--- src/hw/rtl/las_pkg.sv ---
// Shared types and constants for the LED animation sequencer.
// No dependencies.
package las_pkg;

    localparam int NUM_LEDS = 29;
    localparam int LEDS_W   = 29;
    localparam int IDX_W    = 5;
    localparam int CNT_W    = 12;
    localparam int CFG_W    = 12;
    localparam int CFG_IDX_W = 2;
    localparam int S_DATA_W = 8;
    localparam int M_DATA_W = 32;

    typedef logic [NUM_LEDS-1:0] led_vec_t;
    typedef logic [IDX_W-1:0]    idx_t;
    typedef logic [CNT_W-1:0]    cnt_t;
    typedef logic [CFG_W-1:0]    cfg_t;

    typedef enum logic [1:0] {
        MODE_ALL_ON = 2'd0,
        MODE_FILL   = 2'd1,
        MODE_THIRDS = 2'd2,
        MODE_DROP   = 2'd3
    } mode_t;

    typedef enum logic [CFG_IDX_W-1:0] {
        REG_STEP_MS      = 2'd0,
        REG_DROP_STEP_MS = 2'd1,
        REG_PAUSE_MS     = 2'd2
    } cfg_reg_t;

    localparam logic [1:0] STG_RUN   = 2'd0;
    localparam logic [1:0] STG_PAUSE = 2'd1;
    localparam logic [1:0] STG_CLEAR = 2'd2;

    localparam cfg_t STEP_MS_RST      = CFG_W'(50);
    localparam cfg_t DROP_STEP_MS_RST = CFG_W'(100);
    localparam cfg_t PAUSE_MS_RST     = CFG_W'(500);

    localparam idx_t IDX_LAST = IDX_W'(NUM_LEDS - 1);
    localparam idx_t IDX_TOP  = IDX_W'(NUM_LEDS - 2);

    localparam led_vec_t LED_ALL = '1;

    function automatic led_vec_t phase_mask(input int p);
        led_vec_t m;
        int       r;
        m = '0;
        r = 0;
        for (int k = 0; k < NUM_LEDS; k++) begin
            if (r == p) m[k] = 1'b1;
            r = (r == 2) ? 0 : r + 1;
        end
        return m;
    endfunction

    localparam led_vec_t PHASE0 = phase_mask(0);
    localparam led_vec_t PHASE1 = phase_mask(1);
    localparam led_vec_t PHASE2 = phase_mask(2);

endpackage

--- src/hw/rtl/led_animation_sequencer.sv ---
// LED animation sequencer top level: per-request state update and output register.
// Depends on las_pkg.
//
// Channel  | Dir | Handshake            | Payload
// s_       | in  | s_tvalid / s_tready  | s_tdata: tick[0], buttons_pressed[3:1]
// m_       | out | m_tvalid / m_tready  | m_tdata: leds[28:0], mode[30:29]
// cfg_     | in  | cfg_wr_en            | cfg_index, cfg_wdata
//
// One request per cycle while s_tready is high; its result is registered and shows in the cycle after acceptance.
// The state update is one combinational pass from the state registers to their next values.
// s_tready is high when the output register is empty or being drained this cycle.
// Synchronous active-low reset clears state, config to defaults, and the output valid.
module led_animation_sequencer (
    input  logic                          aclk,
    input  logic                          aresetn,
    input  logic                          s_tvalid,
    output logic                          s_tready,
    input  logic [las_pkg::S_DATA_W-1:0]  s_tdata,   // tick, buttons_pressed
    output logic                          m_tvalid,
    input  logic                          m_tready,
    output logic [las_pkg::M_DATA_W-1:0]  m_tdata,   // leds, mode
    input  logic                          cfg_wr_en,
    input  logic [las_pkg::CFG_IDX_W-1:0] cfg_index,
    input  logic [las_pkg::CFG_W-1:0]     cfg_wdata
);
    import las_pkg::*;

    typedef struct packed {
        logic done;
        cnt_t cnt;
    } tmr_t;

    function automatic tmr_t timed(input logic tk, input cnt_t cnt, input cfg_t dur);
        tmr_t r;
        cnt_t d;
        cnt_t c;
        d = (dur == '0) ? CNT_W'(1) : dur;
        c = cnt + CNT_W'(1);
        if (!tk) begin
            r = '{done: 1'b0, cnt: cnt};
        end else if (c >= d) begin
            r = '{done: 1'b1, cnt: '0};
        end else begin
            r = '{done: 1'b0, cnt: c};
        end
        return r;
    endfunction

    cfg_t     step_ms_reg, drop_step_ms_reg, pause_ms_reg;
    mode_t    mode_reg, mode_next;
    led_vec_t led_reg, led_next;
    logic [1:0] stage_reg, stage_next;
    idx_t     outer_reg, outer_next;
    idx_t     inner_reg, inner_next;
    cnt_t     cnt_reg, cnt_next;
    logic     m_tvalid_reg;
    logic [M_DATA_W-1:0] m_tdata_reg;

    logic       s_accept;
    logic       tick;
    logic [2:0] btn;
    tmr_t       tmr;

    assign s_tready = !m_tvalid_reg || m_tready;
    assign s_accept = s_tvalid && s_tready;
    assign tick     = s_tdata[0];
    assign btn      = s_tdata[3:1];
    assign m_tvalid = m_tvalid_reg;
    assign m_tdata  = m_tdata_reg;

    always_comb begin
        mode_next  = mode_reg;
        led_next   = led_reg;
        stage_next = stage_reg;
        outer_next = outer_reg;
        inner_next = inner_reg;
        cnt_next   = cnt_reg;
        tmr        = '{done: 1'b0, cnt: cnt_reg};
        if (btn != 3'd0) begin
            mode_next  = btn[0] ? MODE_FILL : (btn[1] ? MODE_THIRDS : MODE_DROP);
            led_next   = '0;
            stage_next = STG_RUN;
            outer_next = '0;
            inner_next = IDX_TOP;
            cnt_next   = '0;
        end else begin
            unique case (mode_reg)
                MODE_FILL: begin
                    if (stage_reg > STG_CLEAR || outer_reg > IDX_LAST) begin
                        stage_next = STG_RUN;
                        outer_next = '0;
                        inner_next = IDX_TOP;
                        cnt_next   = '0;
                    end
                    if (cnt_next == '0) begin
                        if (stage_next == STG_RUN) begin
                            led_next = (outer_next == '0) ? led_vec_t'(1)
                                     : (led_next | (led_vec_t'(1) << outer_next));
                        end else if (stage_next == STG_CLEAR) begin
                            led_next = led_next & ~(led_vec_t'(1) << outer_next);
                        end
                    end
                    tmr      = timed(tick, cnt_next, step_ms_reg);
                    cnt_next = tmr.cnt;
                    if (tmr.done) begin
                        if (stage_next == STG_PAUSE) begin
                            stage_next = STG_CLEAR;
                            outer_next = '0;
                        end else if (outer_next >= IDX_LAST) begin
                            stage_next = (stage_next == STG_RUN) ? STG_PAUSE : STG_RUN;
                            outer_next = '0;
                        end else begin
                            outer_next = outer_next + IDX_W'(1);
                        end
                    end
                end
                MODE_THIRDS: begin
                    if (outer_reg > IDX_W'(2)) begin
                        stage_next = STG_RUN;
                        outer_next = '0;
                        inner_next = IDX_TOP;
                        cnt_next   = '0;
                    end
                    if (cnt_next == '0) begin
                        case (outer_next[1:0])
                            2'd0:    led_next = PHASE0;
                            2'd1:    led_next = PHASE1;
                            default: led_next = PHASE2;
                        endcase
                    end
                    tmr      = timed(tick, cnt_next, step_ms_reg);
                    cnt_next = tmr.cnt;
                    if (tmr.done) begin
                        outer_next = (outer_next >= IDX_W'(2)) ? '0 : outer_next + IDX_W'(1);
                    end
                end
                MODE_DROP: begin
                    if (stage_reg > STG_PAUSE || outer_reg > IDX_TOP
                        || inner_reg > IDX_TOP || inner_reg < outer_reg) begin
                        stage_next = STG_RUN;
                        outer_next = '0;
                        inner_next = IDX_TOP;
                        cnt_next   = '0;
                    end
                    if (stage_next == STG_RUN) begin
                        if (cnt_next == '0) begin
                            if (outer_next == '0 && inner_next == IDX_TOP) led_next = '0;
                            led_next = led_next | (led_vec_t'(1) << inner_next);
                            led_next = led_next & ~(led_vec_t'(1) << (inner_next + IDX_W'(1)));
                        end
                        tmr      = timed(tick, cnt_next, drop_step_ms_reg);
                        cnt_next = tmr.cnt;
                        if (tmr.done) begin
                            if (inner_next <= outer_next) stage_next = STG_PAUSE;
                            else inner_next = inner_next - IDX_W'(1);
                        end
                    end else begin
                        tmr      = timed(tick, cnt_next, pause_ms_reg);
                        cnt_next = tmr.cnt;
                        if (tmr.done) begin
                            outer_next = (outer_next >= IDX_TOP) ? '0
                                       : outer_next + IDX_W'(1);
                            inner_next = IDX_TOP;
                            stage_next = STG_RUN;
                        end
                    end
                end
                default: begin
                    led_next = LED_ALL;
                end
            endcase
        end
    end

    always_ff @(posedge aclk) begin
        if (!aresetn) begin
            step_ms_reg      <= STEP_MS_RST;
            drop_step_ms_reg <= DROP_STEP_MS_RST;
            pause_ms_reg     <= PAUSE_MS_RST;
            mode_reg         <= MODE_ALL_ON;
            led_reg          <= '0;
            stage_reg        <= STG_RUN;
            outer_reg        <= '0;
            inner_reg        <= IDX_TOP;
            cnt_reg          <= '0;
            m_tvalid_reg     <= 1'b0;
        end else begin
            if (cfg_wr_en) begin
                unique case (cfg_index)
                    REG_STEP_MS:      step_ms_reg      <= cfg_wdata;
                    REG_DROP_STEP_MS: drop_step_ms_reg <= cfg_wdata;
                    REG_PAUSE_MS:     pause_ms_reg     <= cfg_wdata;
                    default: ;
                endcase
            end
            if (s_accept) begin
                mode_reg     <= mode_next;
                led_reg      <= led_next;
                stage_reg    <= stage_next;
                outer_reg    <= outer_next;
                inner_reg    <= inner_next;
                cnt_reg      <= cnt_next;
                m_tvalid_reg <= 1'b1;
            end else if (m_tready) begin
                m_tvalid_reg <= 1'b0;
            end
        end
    end

    always_ff @(posedge aclk) begin
        if (s_accept) begin
            m_tdata_reg <= {1'b0, mode_next, LEDS_W'(led_next)};
        end
    end

`ifndef NO_ASSERTIONS
    a_left_button: assert property (@(posedge aclk) disable iff (!aresetn)
        s_accept && s_tdata[1] |=>
            m_tvalid && m_tdata[30:29] == MODE_FILL && m_tdata[28:0] == '0)
        else $error("left button did not select fill mode with LEDs cleared");

    a_mode_sticky: assert property (@(posedge aclk) disable iff (!aresetn)
        mode_reg != MODE_ALL_ON |=> mode_reg != MODE_ALL_ON)
        else $error("mode returned to all-on without reset");

    a_thirds_phase: assert property (@(posedge aclk) disable iff (!aresetn)
        mode_reg == MODE_THIRDS |-> outer_reg <= IDX_W'(2))
        else $error("thirds phase index out of range");
`endif

endmodule

--- config.mk ---
export PLATFORM = sky130hd
export DESIGN_NAME = led_animation_sequencer
export DESIGN_NICKNAME = d
export VERILOG_FILES = /design/src/hw/rtl/las_pkg.sv /design/src/hw/rtl/led_animation_sequencer.sv
export SDC_FILE = /design/constraint.sdc
export NUM_CORES = 1
export LEC_CHECK = 0
export ABC_AREA = 1
export BUFFER_PORTS_ARGS = -buffer_cell sky130_fd_sc_hd__buf_2
export CORE_MARGIN = 5
export CORE_UTILIZATION = 58
export CTS_BUF_LIST = sky130_fd_sc_hd__clkbuf_4 sky130_fd_sc_hd__clkbuf_8
export DETAILED_ROUTE_END_ITERATION = 6
export PLACE_DENSITY = 0.82
export SYNTH_ARGS = -nofsm -noshare
export SYNTH_HDL_FRONTEND = slang
export SYNTH_SLANG_ARGS = --single-unit
--- constraint.sdc ---
create_clock -name aclk -period 4 [get_ports aclk]
set_clock_uncertainty 0.2 [all_clocks]
set_input_delay 0.2 -clock aclk [delete_from_list [all_inputs] [get_ports aclk]]
set_output_delay 0.2 -clock aclk [all_outputs]
set_load 0.02 [all_outputs]
==> impl_metrics.py <==
metrics = {
    "detailed_routing": {
        "drt_pass1_iterations": 7,
        "routed_wirelength_um": 39100,
        "route.detailed.wl_per_inst_um": 18.8,
        "drc_errors": 5,
        "initialDrtViolationCount": 1404,
        "met3WireLength_um": 3200,
        "detailroute.wirelength.met2_um": 18600,
        "drt-vias-per-instance": 6.11,
        "wirelength_met1_um": 14600,
        "topRoutingLayerUsed": "met4",
        "routed-via-count": 12700,
        "postRouteAntennaNets": 0,
    },
    "timing": {
        "report.final.setup_viol": 22,
        "layout_worst_path_cycle_share_pct": 103,
        "timing_max_transition_violations_final": 0,
        "postLayoutSetupSlackWorst_ns": -0.136,
        "timing.slew.headroom_pct": 26.4,
        "timing_worst_slew_pin_value_ns": 1.10,
        "unrepaired_setup_endpoints_after_global_routing": "true",
        "fmax_ghz": 0.242,
        "fin_worst_hold_slack_ns": 0.0982,
        "finalWorstPathRequiredPeriod_ns": 4.14,
        "hold_viol_final": 0,
    },
    "critical_path": {
        "worst-endpoint-arrival_ns": 4.32,
        "timing.critical_path.slowest_stage_cell": "sky130_fd_sc_hd__dfxtp_2",
        "type_of_element_launching_the_critical_path": "register",
        "required_ns": 4.18,
        "timing.setup.critical_path_class": "reg -> reg",
        "critPathMostFrequentCell": "sky130_fd_sc_hd__nand2_1",
        "cpPeakStageDelay_ns": 0.36,
        "cp-end-kind": "register",
        "crit_path_max_fanout": 8,
    },
    "logic_synthesis": {
        "synth_cell_types": 58,
        "yosys-top-cells-count": "sky130_fd_sc_hd__nand2_1 (349), sky130_fd_sc_hd__inv_1 (251), sky130_fd_sc_hd__o21ai_0 (146)",
        "async_reset_ff_share_pct": 0,
        "synth_most_common_cell": "sky130_fd_sc_hd__nand2_1",
        "avgSynthCellArea_um2": 6.46,
        "synthFlopType": "sky130_fd_sc_hd__dfxtp_1",
        "seq_area_frac_synth_pct": 25.6,
        "syn_nets": 1786,
        "post_synth_inst_count": 1679,
        "netlist.area_leader.share_pct": 17.0,
        "synthesis.yosys.warnings": 0,
        "synth_enable_flop_cells": 31,
        "yosys_register_bits": 123,
        "syn_area_mm2": 0.0108,
        "netlist_top_cells_area": "sky130_fd_sc_hd__dfxtp_1 (17%), sky130_fd_sc_hd__nand2_1 (12%), sky130_fd_sc_hd__ha_1 (9.2%)",
        "synth_area_leader_cell": "sky130_fd_sc_hd__dfxtp_1",
    },
    "finish": {
        "num_antenna_cells": 0,
        "multi_input_comb_area_mm2": 0.00722,
        "largest_reg_flops": 31,
        "nNetsFinal": 1939,
        "final-seq-area_mm2": 0.00278,
        "final.fill_count": 1525,
        "area_overhead_of_the_layout_relative_to_synthesis_pct": 22.2,
        "postLayoutCoreUtil_pct": 71.3,
        "post_route_cells_drive_above_1_share_pct": 20.4,
    },
    "grt": {
        "grt.overflow.total": 0,
        "grt_max_degree": 60,
        "gr-usage-all-layers_pct": 33.9,
        "grt_first_pass_wirelength_um": 59200,
        "number_of_global_route_vias_before_repair": 11800,
        "antenna_violations_before_repair": 0,
    },
    "clocking": {
        "root_buffer": "sky130_fd_sc_hd__clkbuf_8",
        "h_tree_lvl_count": 4,
        "cts_bufs_inserted": 17,
        "cts.clk_slew.worst_paths_ns": 0.09,
        "cts_buffer_depth": 2,
        "cts_tree": "yes",
        "worst_skew_pair.late_latency_ns": 0.46,
        "clock-sinks": 123,
    },
    "placement": {
        "gp_routability_congestion": 1.08,
        "io_buffers": 55,
        "dp.final_hpwl_um": 27500,
    },
    "floorplanning": {
        "core_area_mm2": 0.0186,
        "die_w_um": 147,
        "design.portCount": 61,
        "die_height_um": 147,
        "initial_utilization_pct": 58.3,
        "num_rows": 50,
        "dieArea_mm2": 0.0215,
    },
    "worst_hold_path": {
        "hold_wc_path_type": "in -> reg",
    },
    "power_and_ir_drop": {
        "p_leak_nw": 5.99,
        "worst_ir_drop_vdd_mv": 0.244,
        "pwr_cell_area_mw_per_mm2": 256,
    },
    "status": {
        "outcome": "complete, but fails checks",
        "violations": "DRC, setup timing",
    },
    "job": {
        "maxCapViolCount": 0,
    },
}
[what timing repair did]
item / 4_1_cts / 5_1_grt
pin swaps: 6 / 55
hold buffers: 23 / 0
hold endpoints to repair: 41 / 0
endpoints found under the setup margin: 23 / 35
buffers inserted: 0 / 8
gates resized for setup: 30 / 101
[cells by family after synthesis]
logic type / count (synthesis) / share of synthesized area [%]
and+or+nand+nor: 671 / 27.3
AOI/OAI and AO/OA: 437 / 23.3
buffers and inverters: 347 / 12.9
DFF: 123 / 25.6
adders and majority gates: 80 / 9.23
xor gates and xnor gates: 20 / 1.62
other: 1 / 0.0346
[worst max-delay path: cells and delay by family (launching register included)]
family                     cells  cell delay (ns)
adders and majority gates      2             0.51
and+or+nand+nor               21             1.86
AOI/OAI and AO/OA              3             0.59
buffers and inverters          7             0.53
DFF                            1             0.36
[cell type report]
type | count | area share [%]
clock buffer | 18 | 1.82
clock inverter | 14 | 1.21
inverter | 268 | 7.69
multi-input combinational | 1209 | 54.5
sequential | 123 | 21.0
tap | 234 | 2.21
timing repair buffer | 213 | 11.6
[path summary, 6_finish.rpt]
kind | from | to | slack, ns | depth (start not counted)
worst max-delay path | outer_reg[4] | cnt_reg[8] | -0.14 | 33
worst max register to register | outer_reg[4] | cnt_reg[8] | -0.14 | 33
worst min-delay path | aresetn | pause_ms_reg[5] | 0.1 | 2
worst min register to register | cnt_reg[10] | cnt_reg[10] | 0.28 | 2
[placed cells by master, fill, tap and decap left out, drive strengths merged, types with 3 or more instances in the layout]
| cell | netlist | routed |
|---|---|---|
| a22oi | 4 | 4 |
| a31oi | 9 | 9 |
| xor2 | 18 | 18 |
| o221ai | 3 | 3 |
| a21oi | 135 | 135 |
| nor2 | 130 | 130 |
| o21bai | 6 | 6 |
| nand3 | 102 | 102 |
| inv | 263 | 269 |
| clkbuf | 50 | 18 |
| o22ai | 32 | 32 |
| a211oi | 6 | 6 |
| a221oi | 4 | 4 |
| buf | 29 | 190 |
| o21ai | 176 | 176 |
| edfxtp | 31 | 31 |
| nor3 | 26 | 26 |
| dfxtp | 92 | 92 |
| nor4 | 23 | 23 |
| nand4 | 36 | 36 |
| dlygate4sd3 | 0 | 23 |
| o211ai | 44 | 44 |
| ha | 80 | 80 |
| nand2 | 353 | 353 |
| a21boi | 3 | 3 |
| clkinv | 5 | 9 |
| o32ai | 3 | 3 |
[metrics by stage]
| step | power [W] | std cells | cell area [µm²] | setup TNS (ns) | setup WS [ns] |
|---|---|---|---|---|---|
| finish | 0.00339 | 2079 | 13200 | -1.83 | -0.136 |
| CTS | 0.00334 | 2072 | 12800 | 0 | 0.00216 |
| global placement | 0.00214 | 2017 | 12000 | -0.627 | -0.0741 |
| global route | 0.00353 | 2079 | 13200 | -7.84 | -0.429 |
| detailed placement | 0.00216 | 2017 | 12000 | -2.32 | -0.207 |
| floorplan | 0.00192 | 1679 | 10900 | -0.00353 | -0.00353 |
[layer usage]
layer  global-route usage (%)  vias to the layer above
met1                     39.5                     5743
met4                     19.4                        0
met5                        0                        -
met2                     58.9                      791
li1                         -                     5961
met3                     5.58                      216
[report_power, final]
group | internal [W] | switching (W) | leakage, nW
registers | 0.00134 | 0.0000333 | 1.07
clock network | 0.000575 | 0.000604 | 0.202
logic | 0.000273 | 0.000562 | 4.72
Note: power is estimated with default switching activity, not from simulation.
